<file path="src/hdl/stxdf_pkg.sv">
// Shared types and constants for the STX/ETX report deframer.
`default_nettype none

package stxdf_pkg;

  localparam logic [7:0] FRAME_START = 8'h02;
  localparam logic [7:0] FRAME_TYPE  = 8'h40;
  localparam logic [7:0] FRAME_END   = 8'h03;

  localparam int unsigned POS_W      = 9;
  localparam int unsigned HEADER_LEN = 4;

  localparam int unsigned IN_DATA_W  = 8;
  localparam int unsigned OUT_DATA_W = 40;
  localparam int unsigned OUT_USER_W = 3;

  typedef enum logic [1:0] {
    EV_NONE    = 2'd0,
    EV_GOOD    = 2'd1,
    EV_BAD_END = 2'd2,
    EV_REJECT  = 2'd3
  } frame_event_t;

  // Frame tracking state carried from one word to the next.
  typedef struct packed {
    logic [POS_W-1:0] byte_count;
    logic [7:0]       length_held;
    logic [7:0]       running_sum;
    logic [7:0]       status_held;
    logic [7:0]       number_held;
    logic [1:0]       start_type_ok;
    logic             sum_matched;
  } frame_state_t;

  // One result word.
  typedef struct packed {
    frame_event_t frame_event;
    logic [7:0]   receiver_status;
    logic [7:0]   transmission_number;
    logic [7:0]   frame_length;
    logic         payload_valid;
    logic [7:0]   payload_byte;
    logic [7:0]   payload_index;
  } frame_result_t;

endpackage

`default_nettype wire

</file>
<file path="src/hdl/stxdf_step.sv">
// Per-word frame tracking: next state and result for one received byte.
`default_nettype none

module stxdf_step
  import stxdf_pkg::*;
(
  input  frame_state_t  state,
  input  logic [7:0]    byte_in,
  output frame_state_t  state_next,
  output frame_result_t result
);

  logic [POS_W-1:0] pos;
  logic [POS_W-1:0] data_end;
  logic [POS_W-1:0] data_offset;
  logic [7:0]       sum_add;

  assign pos         = state.byte_count;
  assign data_end    = {1'b0, state.length_held} + POS_W'(HEADER_LEN);
  assign data_offset = pos - POS_W'(HEADER_LEN);
  assign sum_add     = state.running_sum + byte_in;

  always_comb begin
    state_next           = state;
    result.frame_event   = EV_NONE;
    result.payload_valid = 1'b0;
    result.payload_byte  = 8'h00;
    result.payload_index = 8'h00;

    if (pos == POS_W'(0)) begin
      // Start position: clear everything held from the last frame.
      state_next.running_sum   = 8'h00;
      state_next.status_held   = 8'h00;
      state_next.number_held   = 8'h00;
      state_next.length_held   = 8'h00;
      state_next.sum_matched   = 1'b0;
      state_next.start_type_ok = (byte_in == FRAME_START) ? 2'b01 : 2'b00;
      state_next.byte_count    = POS_W'(1);
    end else if (pos == POS_W'(1)) begin
      state_next.status_held = byte_in;
      state_next.running_sum = sum_add;
      state_next.byte_count  = POS_W'(2);
    end else if (pos == POS_W'(2)) begin
      if (byte_in == FRAME_TYPE) begin
        state_next.start_type_ok = state.start_type_ok | 2'b10;
      end
      state_next.running_sum = sum_add;
      state_next.byte_count  = POS_W'(3);
    end else if (pos == POS_W'(3)) begin
      state_next.length_held = byte_in;
      state_next.running_sum = sum_add;
      if (state.start_type_ok != 2'b11) begin
        // Drop the header and hunt for a new start.
        result.frame_event    = EV_REJECT;
        state_next.byte_count = POS_W'(0);
      end else begin
        state_next.byte_count = POS_W'(4);
      end
    end else if (pos < data_end) begin
      result.payload_valid = 1'b1;
      result.payload_byte  = byte_in;
      result.payload_index = data_offset[7:0];
      if (pos == POS_W'(HEADER_LEN)) begin
        state_next.number_held = byte_in;
      end
      state_next.running_sum = sum_add;
      state_next.byte_count  = pos + POS_W'(1);
    end else if (pos == data_end) begin
      state_next.sum_matched = (byte_in == state.running_sum);
      state_next.byte_count  = pos + POS_W'(1);
    end else begin
      // End position (anything beyond it is treated the same way).
      result.frame_event    = (state.sum_matched && byte_in == FRAME_END) ?
                              EV_GOOD : EV_BAD_END;
      state_next.byte_count = POS_W'(0);
    end

    result.receiver_status     = state_next.status_held;
    result.transmission_number = state_next.number_held;
    result.frame_length        = state_next.length_held;
  end

endmodule

`default_nettype wire

</file>
<file path="src/hdl/stx_etx_report_deframer_core.sv">
// Top level of the STX/ETX report deframer.
`default_nettype none

// Deframer for byte streams framed as STX 0x02, status, type 0x40, length L,
// L data bytes, checksum, ETX 0x03. Every received byte produces exactly one
// result word. A word carries the frame event (none, good end, bad checksum or
// end byte, header rejected), the held status, transmission number (first
// data byte) and length of the current frame, and, for data bytes, the byte
// itself with its offset in the data region. The checksum is the 8-bit sum of
// status through the last data byte. A bad start or type byte is detected on
// the fourth byte, which is reported as header rejected; the next byte is
// then taken as a new start. Throughput is one byte per clock unless the
// result side stalls: a byte is held in the input register, is processed by
// the frame tracking logic and lands in the output register, which presents
// the result word. Both registers advance together whenever the output register
// is empty or being drained, so back-pressure on the result side stalls the
// input side only once both registers are full. There is no configuration.
module stx_etx_report_deframer_core
  import stxdf_pkg::*;
(
  input  logic                  clk,
  input  logic                  rst,
  input  logic                  s_axis_tvalid,
  output logic                  s_axis_tready,
  input  logic [IN_DATA_W-1:0]  s_axis_tdata,  // [7:0] byte_in
  output logic                  m_axis_tvalid,
  input  logic                  m_axis_tready,
  // [7:0] receiver_status, [15:8] transmission_number, [23:16] frame_length,
  // [31:24] payload_byte, [39:32] payload_index
  output logic [OUT_DATA_W-1:0] m_axis_tdata,
  // [1:0] frame_event, [2] payload_valid
  output logic [OUT_USER_W-1:0] m_axis_tuser
);

  logic          in_vld;
  logic [7:0]    in_byte;
  logic          out_vld;
  frame_result_t out_res;
  frame_state_t  state;
  frame_state_t  state_next;
  frame_result_t step_res;
  logic          out_free;
  logic          advance;

  // Output register can take a word when empty or being read this cycle.
  assign out_free      = !out_vld || m_axis_tready;
  assign advance       = in_vld && out_free;
  assign s_axis_tready = !in_vld || out_free;

  stxdf_step u_step (
    .state      (state),
    .byte_in    (in_byte),
    .state_next (state_next),
    .result     (step_res)
  );

  // Input register: hold the byte until the tracking stage consumes it.
  always_ff @(posedge clk) begin
    if (rst) begin
      in_vld <= 1'b0;
    end else if (s_axis_tvalid && s_axis_tready) begin
      in_vld <= 1'b1;
    end else if (advance) begin
      in_vld <= 1'b0;
    end
  end

  always_ff @(posedge clk) begin
    if (s_axis_tvalid && s_axis_tready) begin
      in_byte <= s_axis_tdata;
    end
  end

  // Frame state: advance only when a word moves into the output register.
  always_ff @(posedge clk) begin
    if (rst) begin
      state <= '0;
    end else if (advance) begin
      state <= state_next;
    end
  end

  // Output register.
  always_ff @(posedge clk) begin
    if (rst) begin
      out_vld <= 1'b0;
    end else if (advance) begin
      out_vld <= 1'b1;
    end else if (m_axis_tready) begin
      out_vld <= 1'b0;
    end
  end

  always_ff @(posedge clk) begin
    if (advance) begin
      out_res <= step_res;
    end
  end

  assign m_axis_tvalid = out_vld;
  assign m_axis_tdata  = {out_res.payload_index, out_res.payload_byte,
                          out_res.frame_length, out_res.transmission_number,
                          out_res.receiver_status};
  assign m_axis_tuser  = {out_res.payload_valid, out_res.frame_event};

endmodule

`default_nettype wire

</file>
<file path="config.mk">
export PLATFORM = sky130hd
export DESIGN_NAME = stx_etx_report_deframer_core
export DESIGN_NICKNAME = d
export VERILOG_FILES = /design/src/hdl/stxdf_pkg.sv /design/src/hdl/stxdf_step.sv /design/src/hdl/stx_etx_report_deframer_core.sv
export SDC_FILE = /design/constraint.sdc
export NUM_CORES = 1
export LEC_CHECK = 0
export ABC_AREA = 1
export BUFFER_PORTS_ARGS = -buffer_cell sky130_fd_sc_hd__buf_2
export CAP_MARGIN = 20
export CORE_MARGIN = 5
export CORE_UTILIZATION = 45
export DETAILED_ROUTE_END_ITERATION = 6
export PLACE_DENSITY_LB_ADDON = 0.12
export SYNTH_ARGS = -nofsm -noshare
export SYNTH_HDL_FRONTEND = slang
export SYNTH_SLANG_ARGS = --single-unit
</file>
<file path="constraint.sdc">
create_clock -name clk -period 5.5 [get_ports clk]
set_input_delay 0.275 -clock clk [delete_from_list [all_inputs] [get_ports clk]]
set_output_delay 0.275 -clock clk [all_outputs]
set_load 0.05 [all_outputs]
</file>
==> flow_summary_export.csv, run 1 <==
group,metric,value,unit
clocking,clk_path_buf_depth,2,
detailed_routing,wirelength,10.9,mm
timing,rsz0062_at_grt,"no",
grt,grt_usage,0.173,
clocking,cts_setup_buffers,0,
clocking,clk_pin_slew_worst_paths,0.07,ns
grt,grt_overflow,0,
logic_synthesis,ys_warn_count,0,
worst_setup_path,worstPathRequired,5.61,ns
logic_synthesis,synth_area,0.00505,mm²
logic_synthesis,synth_nets,598,
timing,clock.fmax,0.360,GHz
power_and_ir_drop,ir_drop,149,µV
clocking,cts_made_buffers,9,
grt,grt_pass1_wl,18.0,mm
worst_setup_path,critical_path_class,"reg -> reg",
timing,finalSetupViolations,0,
final_layout,antenna_cells,0,
clocking,htree_levels,3,
logic_synthesis,synth_cells,560,
worst_setup_path,cp.arrival,2.88,ns
logic_synthesis,synth_ff_type,"edfxtp_1",
timing,fin_skew,0.00434,ns
placed_design,dp.cells,740,
power_and_ir_drop,p_int,1.17,mW
worst_hold_path,hold_path_class,"in -> reg",
clocking,clock_sinks,97,
clocking,insertion_delay,0.35,ns
final_layout,layout_commonest_cell,"nand2_1",
worst_setup_path,cp-start-kind,"flip-flop",
power_and_ir_drop,swShare,0.281,
timing,maxSlewHeadroom,0.376,
floorplan,start_util,0.462,
power_and_ir_drop,total_power,1.62,mW
power_and_ir_drop,clockPowerShare,0.353,
grt,grt_pass1_vias,3713,
logic_synthesis,synth_area_leaders,"edfxtp_1 30%, dfxtp_1 18%, nand2_1 6.8%",
floorplan,boundaryPins,57,
logic_synthesis,ys_seq_area_frac,0.486,
grt,grt_max_degree,85,
power_and_ir_drop,p_leak,2.56,nW
clocking,cts_root_buf,"clkbuf_16",
detailed_routing,drc,0,
power_and_ir_drop,p_sw,456,µW
final_layout,syn2layout_area_growth,12.6,%
logic_synthesis,synth-async-reset-ratio,0,
detailed_routing,viasPerCell,5.12,
floorplan,die_height,116,µm
detailed_routing,vias,3871,
timing,finalCritPeriodShare,0.504,
logic_synthesis,synth.avg_cell_area,9.02,µm²
timing,maxSlewViolCount,0,
power_and_ir_drop,p_comb_frac,0.142,
logic_synthesis,synth_top_area_cell,"edfxtp_1",
logic_synthesis,synth_top_area_frac,0.303,
floorplan,fp-row-count,38,
timing,setup_tns,0,ns
final_layout,fin_cells,756,
detailed_routing,drtIter0Drc,271,
final_layout,final_cell_mix,"91 x nand2_1, 70 x inv_1, 56 x buf_2",
logic_synthesis,synth-seq-cells,97,
power_and_ir_drop,power_density,286,mW/mm²
detailed_routing,antenna_left,0,
detailed_routing,dr.pass1.iters,4,
timing,final-hold-violation-count,0,
detailed_routing,post_drt_wl_per_cell,14.4,µm
placed_design,hpwlAfterDp,8.02,mm
logic_synthesis,synth-edff-count,51,
power_and_ir_drop,sequentialPowerShare,0.505,
floorplan,core_area,0.0109,mm²
flow_run,cap_violations,0,
timing,fin_hold_ws,0.0971,ns
grt,grt_antenna_before_repair,0,
clocking,cts_tree,"done",
worst_setup_path,cp_max_fo,12,
timing,period_minus_slack,2.77,ns
floorplan,dieArea,0.0134,mm²
final_layout,drive_above_1_share,0.195,
floorplan,die_x,116,µm
logic_synthesis,ys_types,43,
outcome,status,"completed",
placed_design,gp_congestion,0.894,
placed_design,io_buffers,56,
worst_setup_path,endpoint_kind,"flip-flop",
clocking,post_cts_resize_count,0,
clocking,postCtsHoldBufs,0,
final_layout,nets,649,
timing,worstMarginPinSlew,0.935,ns
-- metrics by stage --
| stage | worst slack (ns) | utilization | instance area (µm²) |
|---|---|---|---|
| final | 2.73 | 0.520 | 5690 |
| after global routing | 2.45 | 0.520 | 5690 |
| after CTS | 2.71 | 0.520 | 5690 |
| after detailed placement | 2.72 | 0.496 | 5420 |
| after global placement | 2.82 | 0.496 | 5420 |
| after floorplan | 2.53 | - | 5050 |
-- power by group through the flow --
stage | clock (mW) | combinational (mW) | sequential (mW)
after CTS | 0.583 | 0.233 | 0.820
after global routing | 0.616 | 0.256 | 0.824
final | 0.573 | 0.231 | 0.820
after global placement | 0 | 0.229 | 0.835
after detailed placement | 0 | 0.233 | 0.836
after floorplan | 0 | 0.129 | 0.887
-- per-layer routing --
metal / share of wire / global-route usage / wire length, µm / up-vias
met1: 0.46 / 0.235 / 5000 / 1802
li1: - / - / - / 1969
met2: 0.47 / 0.271 / 5090 / 86
met3: 0.056 / 0.0313 / 608 / 14
met4: 0.020 / 0.0742 / 214 / 0
met5: 0 / 0 / 0 / -
-- cells by family after synthesis --
logic type               after synthesis  share of synthesized area
flip-flops                            97                      0.486
adder cells (fa/ha/maj)               26                     0.0659
AND/OR/NAND/NOR                      225                      0.235
AO/OA/AOI/OAI                        106                      0.118
buffers and inverters                 95                     0.0763
XOR/XNOR                              11                     0.0191
-- worst paths after layout --
path | from | endpoint | slack, ns | depth (start not counted)
min | s_axis_tdata[3] | in_byte[3] | 0.1 | 1
min reg2reg | state[19] | state[19] | 0.47 | 2
max | state[29] | m_axis_tdata[14] | 2.73 | 13
max reg2reg | state[29] | m_axis_tdata[14] | 2.73 | 13
-- worst max-delay path, stage by stage, from the launching register on --
cell and delay, ns:
dfxtp_1 0.38, inv_1 0.07, nor3_1 0.28, nand3_1 0.13, xor2_1 0.17, ha_1 0.28
nand2_1 0.08, inv_1 0.05, a21oi_2 0.22, nand3_2 0.33, nor2_4 0.30, nand2_1 0.08
nand3_1 0.11, inv_1 0.05
-- sequential cells by signal, indices dropped and copies added, names as in the netlist --
name / cells
m_axis_tdata: 40
m_axis_tuser: 3
in_byte: 8
state: 44
in_vld: 1
m_axis_tvalid: 1
-- cell usage after synthesis, types with 4 or more instances --
library cell  instances
clkbuf_1              7
nor3_1                6
edfxtp_1             51
nor2_4                8
ha_1                 25
or2_2                 4
dfxtp_1              46
nand2_2               4
nand4_1               5
xor2_1                8
inv_1                71
nor2_2               12
nand3_1              33
o21bai_1              8
a22oi_1               8
nand3b_1              4
o21ai_0              27
o21ai_1               4
inv_2                 5
a21oi_1              47
a31oi_1               7
nand2_1              91
nor2_1               44
-- layout make-up --
type                       instances  area [µm²]
clock buffer                      11         233
timing repair buffer              57         288
sequential                        97        2450
fill                            1043        5250
clock inverter                     5        30.0
tap                              140         175
inverter                          78         298
multi-input combinational        368        2210
Power figures use the tool's default switching activity.
==> inputs of run 2 (changes only) <==
==> constraint.sdc (replaced) <==
create_clock -name clk -period 2.5 [get_ports clk]
set_input_delay 0.125 -clock clk [delete_from_list [all_inputs] [get_ports clk]]
set_output_delay 0.125 -clock clk [all_outputs]
set_load 0.05 [all_outputs]
==> flow_summary_export.csv, run 2 (synthesized netlist as in run 1, its figures left out) <==
group,metric,value,unit
floorplan,fp-row-count,38,
detailed_routing,viasPerCell,5.10,
placed_design,hpwlAfterDp,8.13,mm
worst_setup_path,cp_slowest_cell,"dfxtp_2",
worst_setup_path,r2r_end,"m_axis_tdata[13]",
worst_hold_path,min-delay-start,"s_axis_tvalid",
worst_setup_path,cp_max_fo,8,
floorplan,core_area,0.0109,mm²
timing,worstMarginPinSlew,0.373,ns
clocking,clk_path_buf_depth,2,
final_layout,antenna_cells,0,
clocking,clock_sinks,97,
clocking,clk_pin_slew_worst_paths,0.07,ns
detailed_routing,drc,0,
timing,setup_ws,0.107,ns
power_and_ir_drop,total_power,3.65,mW
worst_hold_path,whs_path_depth,3,
timing,finalSetupViolations,0,
placed_design,gp_congestion,0.853,
worst_setup_path,cp-start-kind,"flip-flop",
final_layout,layout_commonest_cell,"nand2_1",
clocking,htree_levels,3,
placed_design,dp.cells,749,
worst_setup_path,cp-startpoint,"state[31]",
timing,finalCritPeriodShare,0.957,
final_layout,nets,671,
worst_setup_path,critPathBufInv,3,
outcome,status,"completed",
detailed_routing,post_drt_wl_per_cell,14.5,µm
grt,grt_overflow,0,
worst_setup_path,crit_chain,"inv_1 -> nor3_2 -> nand3_1 -> xor2_1 -> ha_1 -> nand2_2 -> inv_1 -> a21oi_2 -> nand3_4 -> nor2_4 -> nand2_1 -> nand3_1 -> inv_1",
detailed_routing,vias,3965,
worst_setup_path,critPathTopFamily,"simple AND/OR/NAND/NOR gates",
placed_design,io_buffers,56,
final_layout,largest_register_ffs,44,
floorplan,start_util,0.462,
grt,grt_antenna_before_repair,0,
detailed_routing,drtIter0Drc,273,
floorplan,boundaryPins,57,
worst_setup_path,cpPeakStageDelay,0.35,ns
grt,grt_usage,0.175,
worst_setup_path,r2r_cells,13,
worst_setup_path,worst_path_most_repeated_cell,"inv_1",
timing,maxSlewViolCount,0,
grt,grt_pass1_wl,18.5,mm
placed_design,dp_slack,0.00945,ns
clocking,cts_root_buf,"clkbuf_16",
final_layout,drive_above_1_share,0.229,
timing,clock.fmax,0.418,GHz
timing,period_minus_slack,2.39,ns
clocking,cts_made_buffers,9,
worst_setup_path,endpoint_kind,"flip-flop",
floorplan,die_height,116,µm
timing,final-hold-violation-count,0,
detailed_routing,antenna_left,0,
worst_setup_path,reg2reg_slack,0.11,ns
power_and_ir_drop,ir_drop,364,µV
detailed_routing,dr.pass1.iters,4,
flow_run,cap_violations,0,
final_layout,syn2layout_area_growth,18.0,%
final_layout,final_cell_mix,"89 x nand2_1, 70 x inv_1, 56 x buf_2",
worst_hold_path,hold_path_class,"in -> reg",
final_layout,fin_cells,778,
worst_setup_path,worstPathRequired,2.61,ns
timing,rsz0062_at_grt,"yes",
grt,grt_pass1_vias,3738,
worst_hold_path,hold-path-endpoint,"in_vld",
grt,grt_max_degree,62,
final_layout,nFillCells,987,
worst_setup_path,timing.rr.start,"state[31]",
final_layout,utilization,0.545,
detailed_routing,wirelength,11.3,mm
clocking,cts_tree,"done",
floorplan,die_x,116,µm
power_and_ir_drop,power_density,613,mW/mm²
timing,fin_skew,0.00575,ns
power_and_ir_drop,p_leak,2.68,nW
clocking,insertion_delay,0.35,ns
worst_setup_path,cp.arrival,2.50,ns
worst_setup_path,critical_path_class,"reg -> reg",
final_layout,regMostFlops,"state",
floorplan,dieArea,0.0134,mm²
timing,maxSlewHeadroom,0.751,
## run 2: changes by cell type in the layout (fill, tap and decap cells not counted), moves of 2 or more
cell / delta
buf_4: +11
dfxtp_1: -3
nand2_2: +2
dfxtp_2: +3
buf_12: +2
nand2_1: -2
dlygate4sd3_1: +8
## run 2: cell type report
class / count / area (µm²) / share of cell area
Sequential cell: 97 / 2460 / 0.412
Multi-Input combinational cell: 368 / 2250 / 0.378
Timing Repair Buffer: 79 / 502 / 0.0842
Inverter: 78 / 299 / 0.0502
Clock buffer: 10 / 229 / 0.0384
Tap cell: 140 / 175 / 0.0294
Clock inverter: 6 / 45.0 / 0.00756
## run 2: power by group
group          total, mW  switching, mW  internal, mW  leakage (nW)
Combinational      0.550          0.384         0.166          1.68
Clock               1.30          0.619         0.680         0.130
Sequential          1.80         0.0429          1.76         0.867
## run 2: layer usage
metal  global-route usage  up-vias  wire length [µm]  share of wire
li1                     -     2009                 -              -
met1                0.238     1841              5210           0.46
met2                0.287      103              5260           0.47
met3               0.0345       12               681          0.060
met4               0.0464        0               146          0.013
met5                    0        -                 0              0
## run 2: how the worst max path moves through the flow
| stage | end | cells past startpoint |
|---|---|---|
| 4_1_cts | m_axis_tdata[13] | 13 |
| 6_report | m_axis_tdata[13] | 13 |
| 3_5_place_dp | m_axis_tdata[13] | 13 |
| 3_3_place_gp | m_axis_tdata[8] | 13 |
| 5_1_grt | m_axis_tdata[15] | 13 |
| 2_1_floorplan | state[38] | 15 |
## run 2: stage by stage
step | hold WS, ns | TNS [ns] | instance area (µm²)
after floorplan | 0.224 | 0 | 5060
after global placement | 0.301 | 0 | 5510
after detailed placement | 0.303 | 0 | 5510
after CTS | 0.0545 | 0 | 5860
after global routing | 0.0830 | -0.265 | 5960
final | 0.0589 | 0 | 5960
## run 2: tightest hold or removal path, cell delays in order
cell	delay [ns]
buf_2	0.10
nand2_1	0.07
a21oi_1	0.06
## run 2: what timing repair did
item                       CTS  global route
setup endpoints to repair    0            53
resized for setup            0            13
hold buffers                 8             0
setup buffers                0             5
hold endpoints to repair     8             0
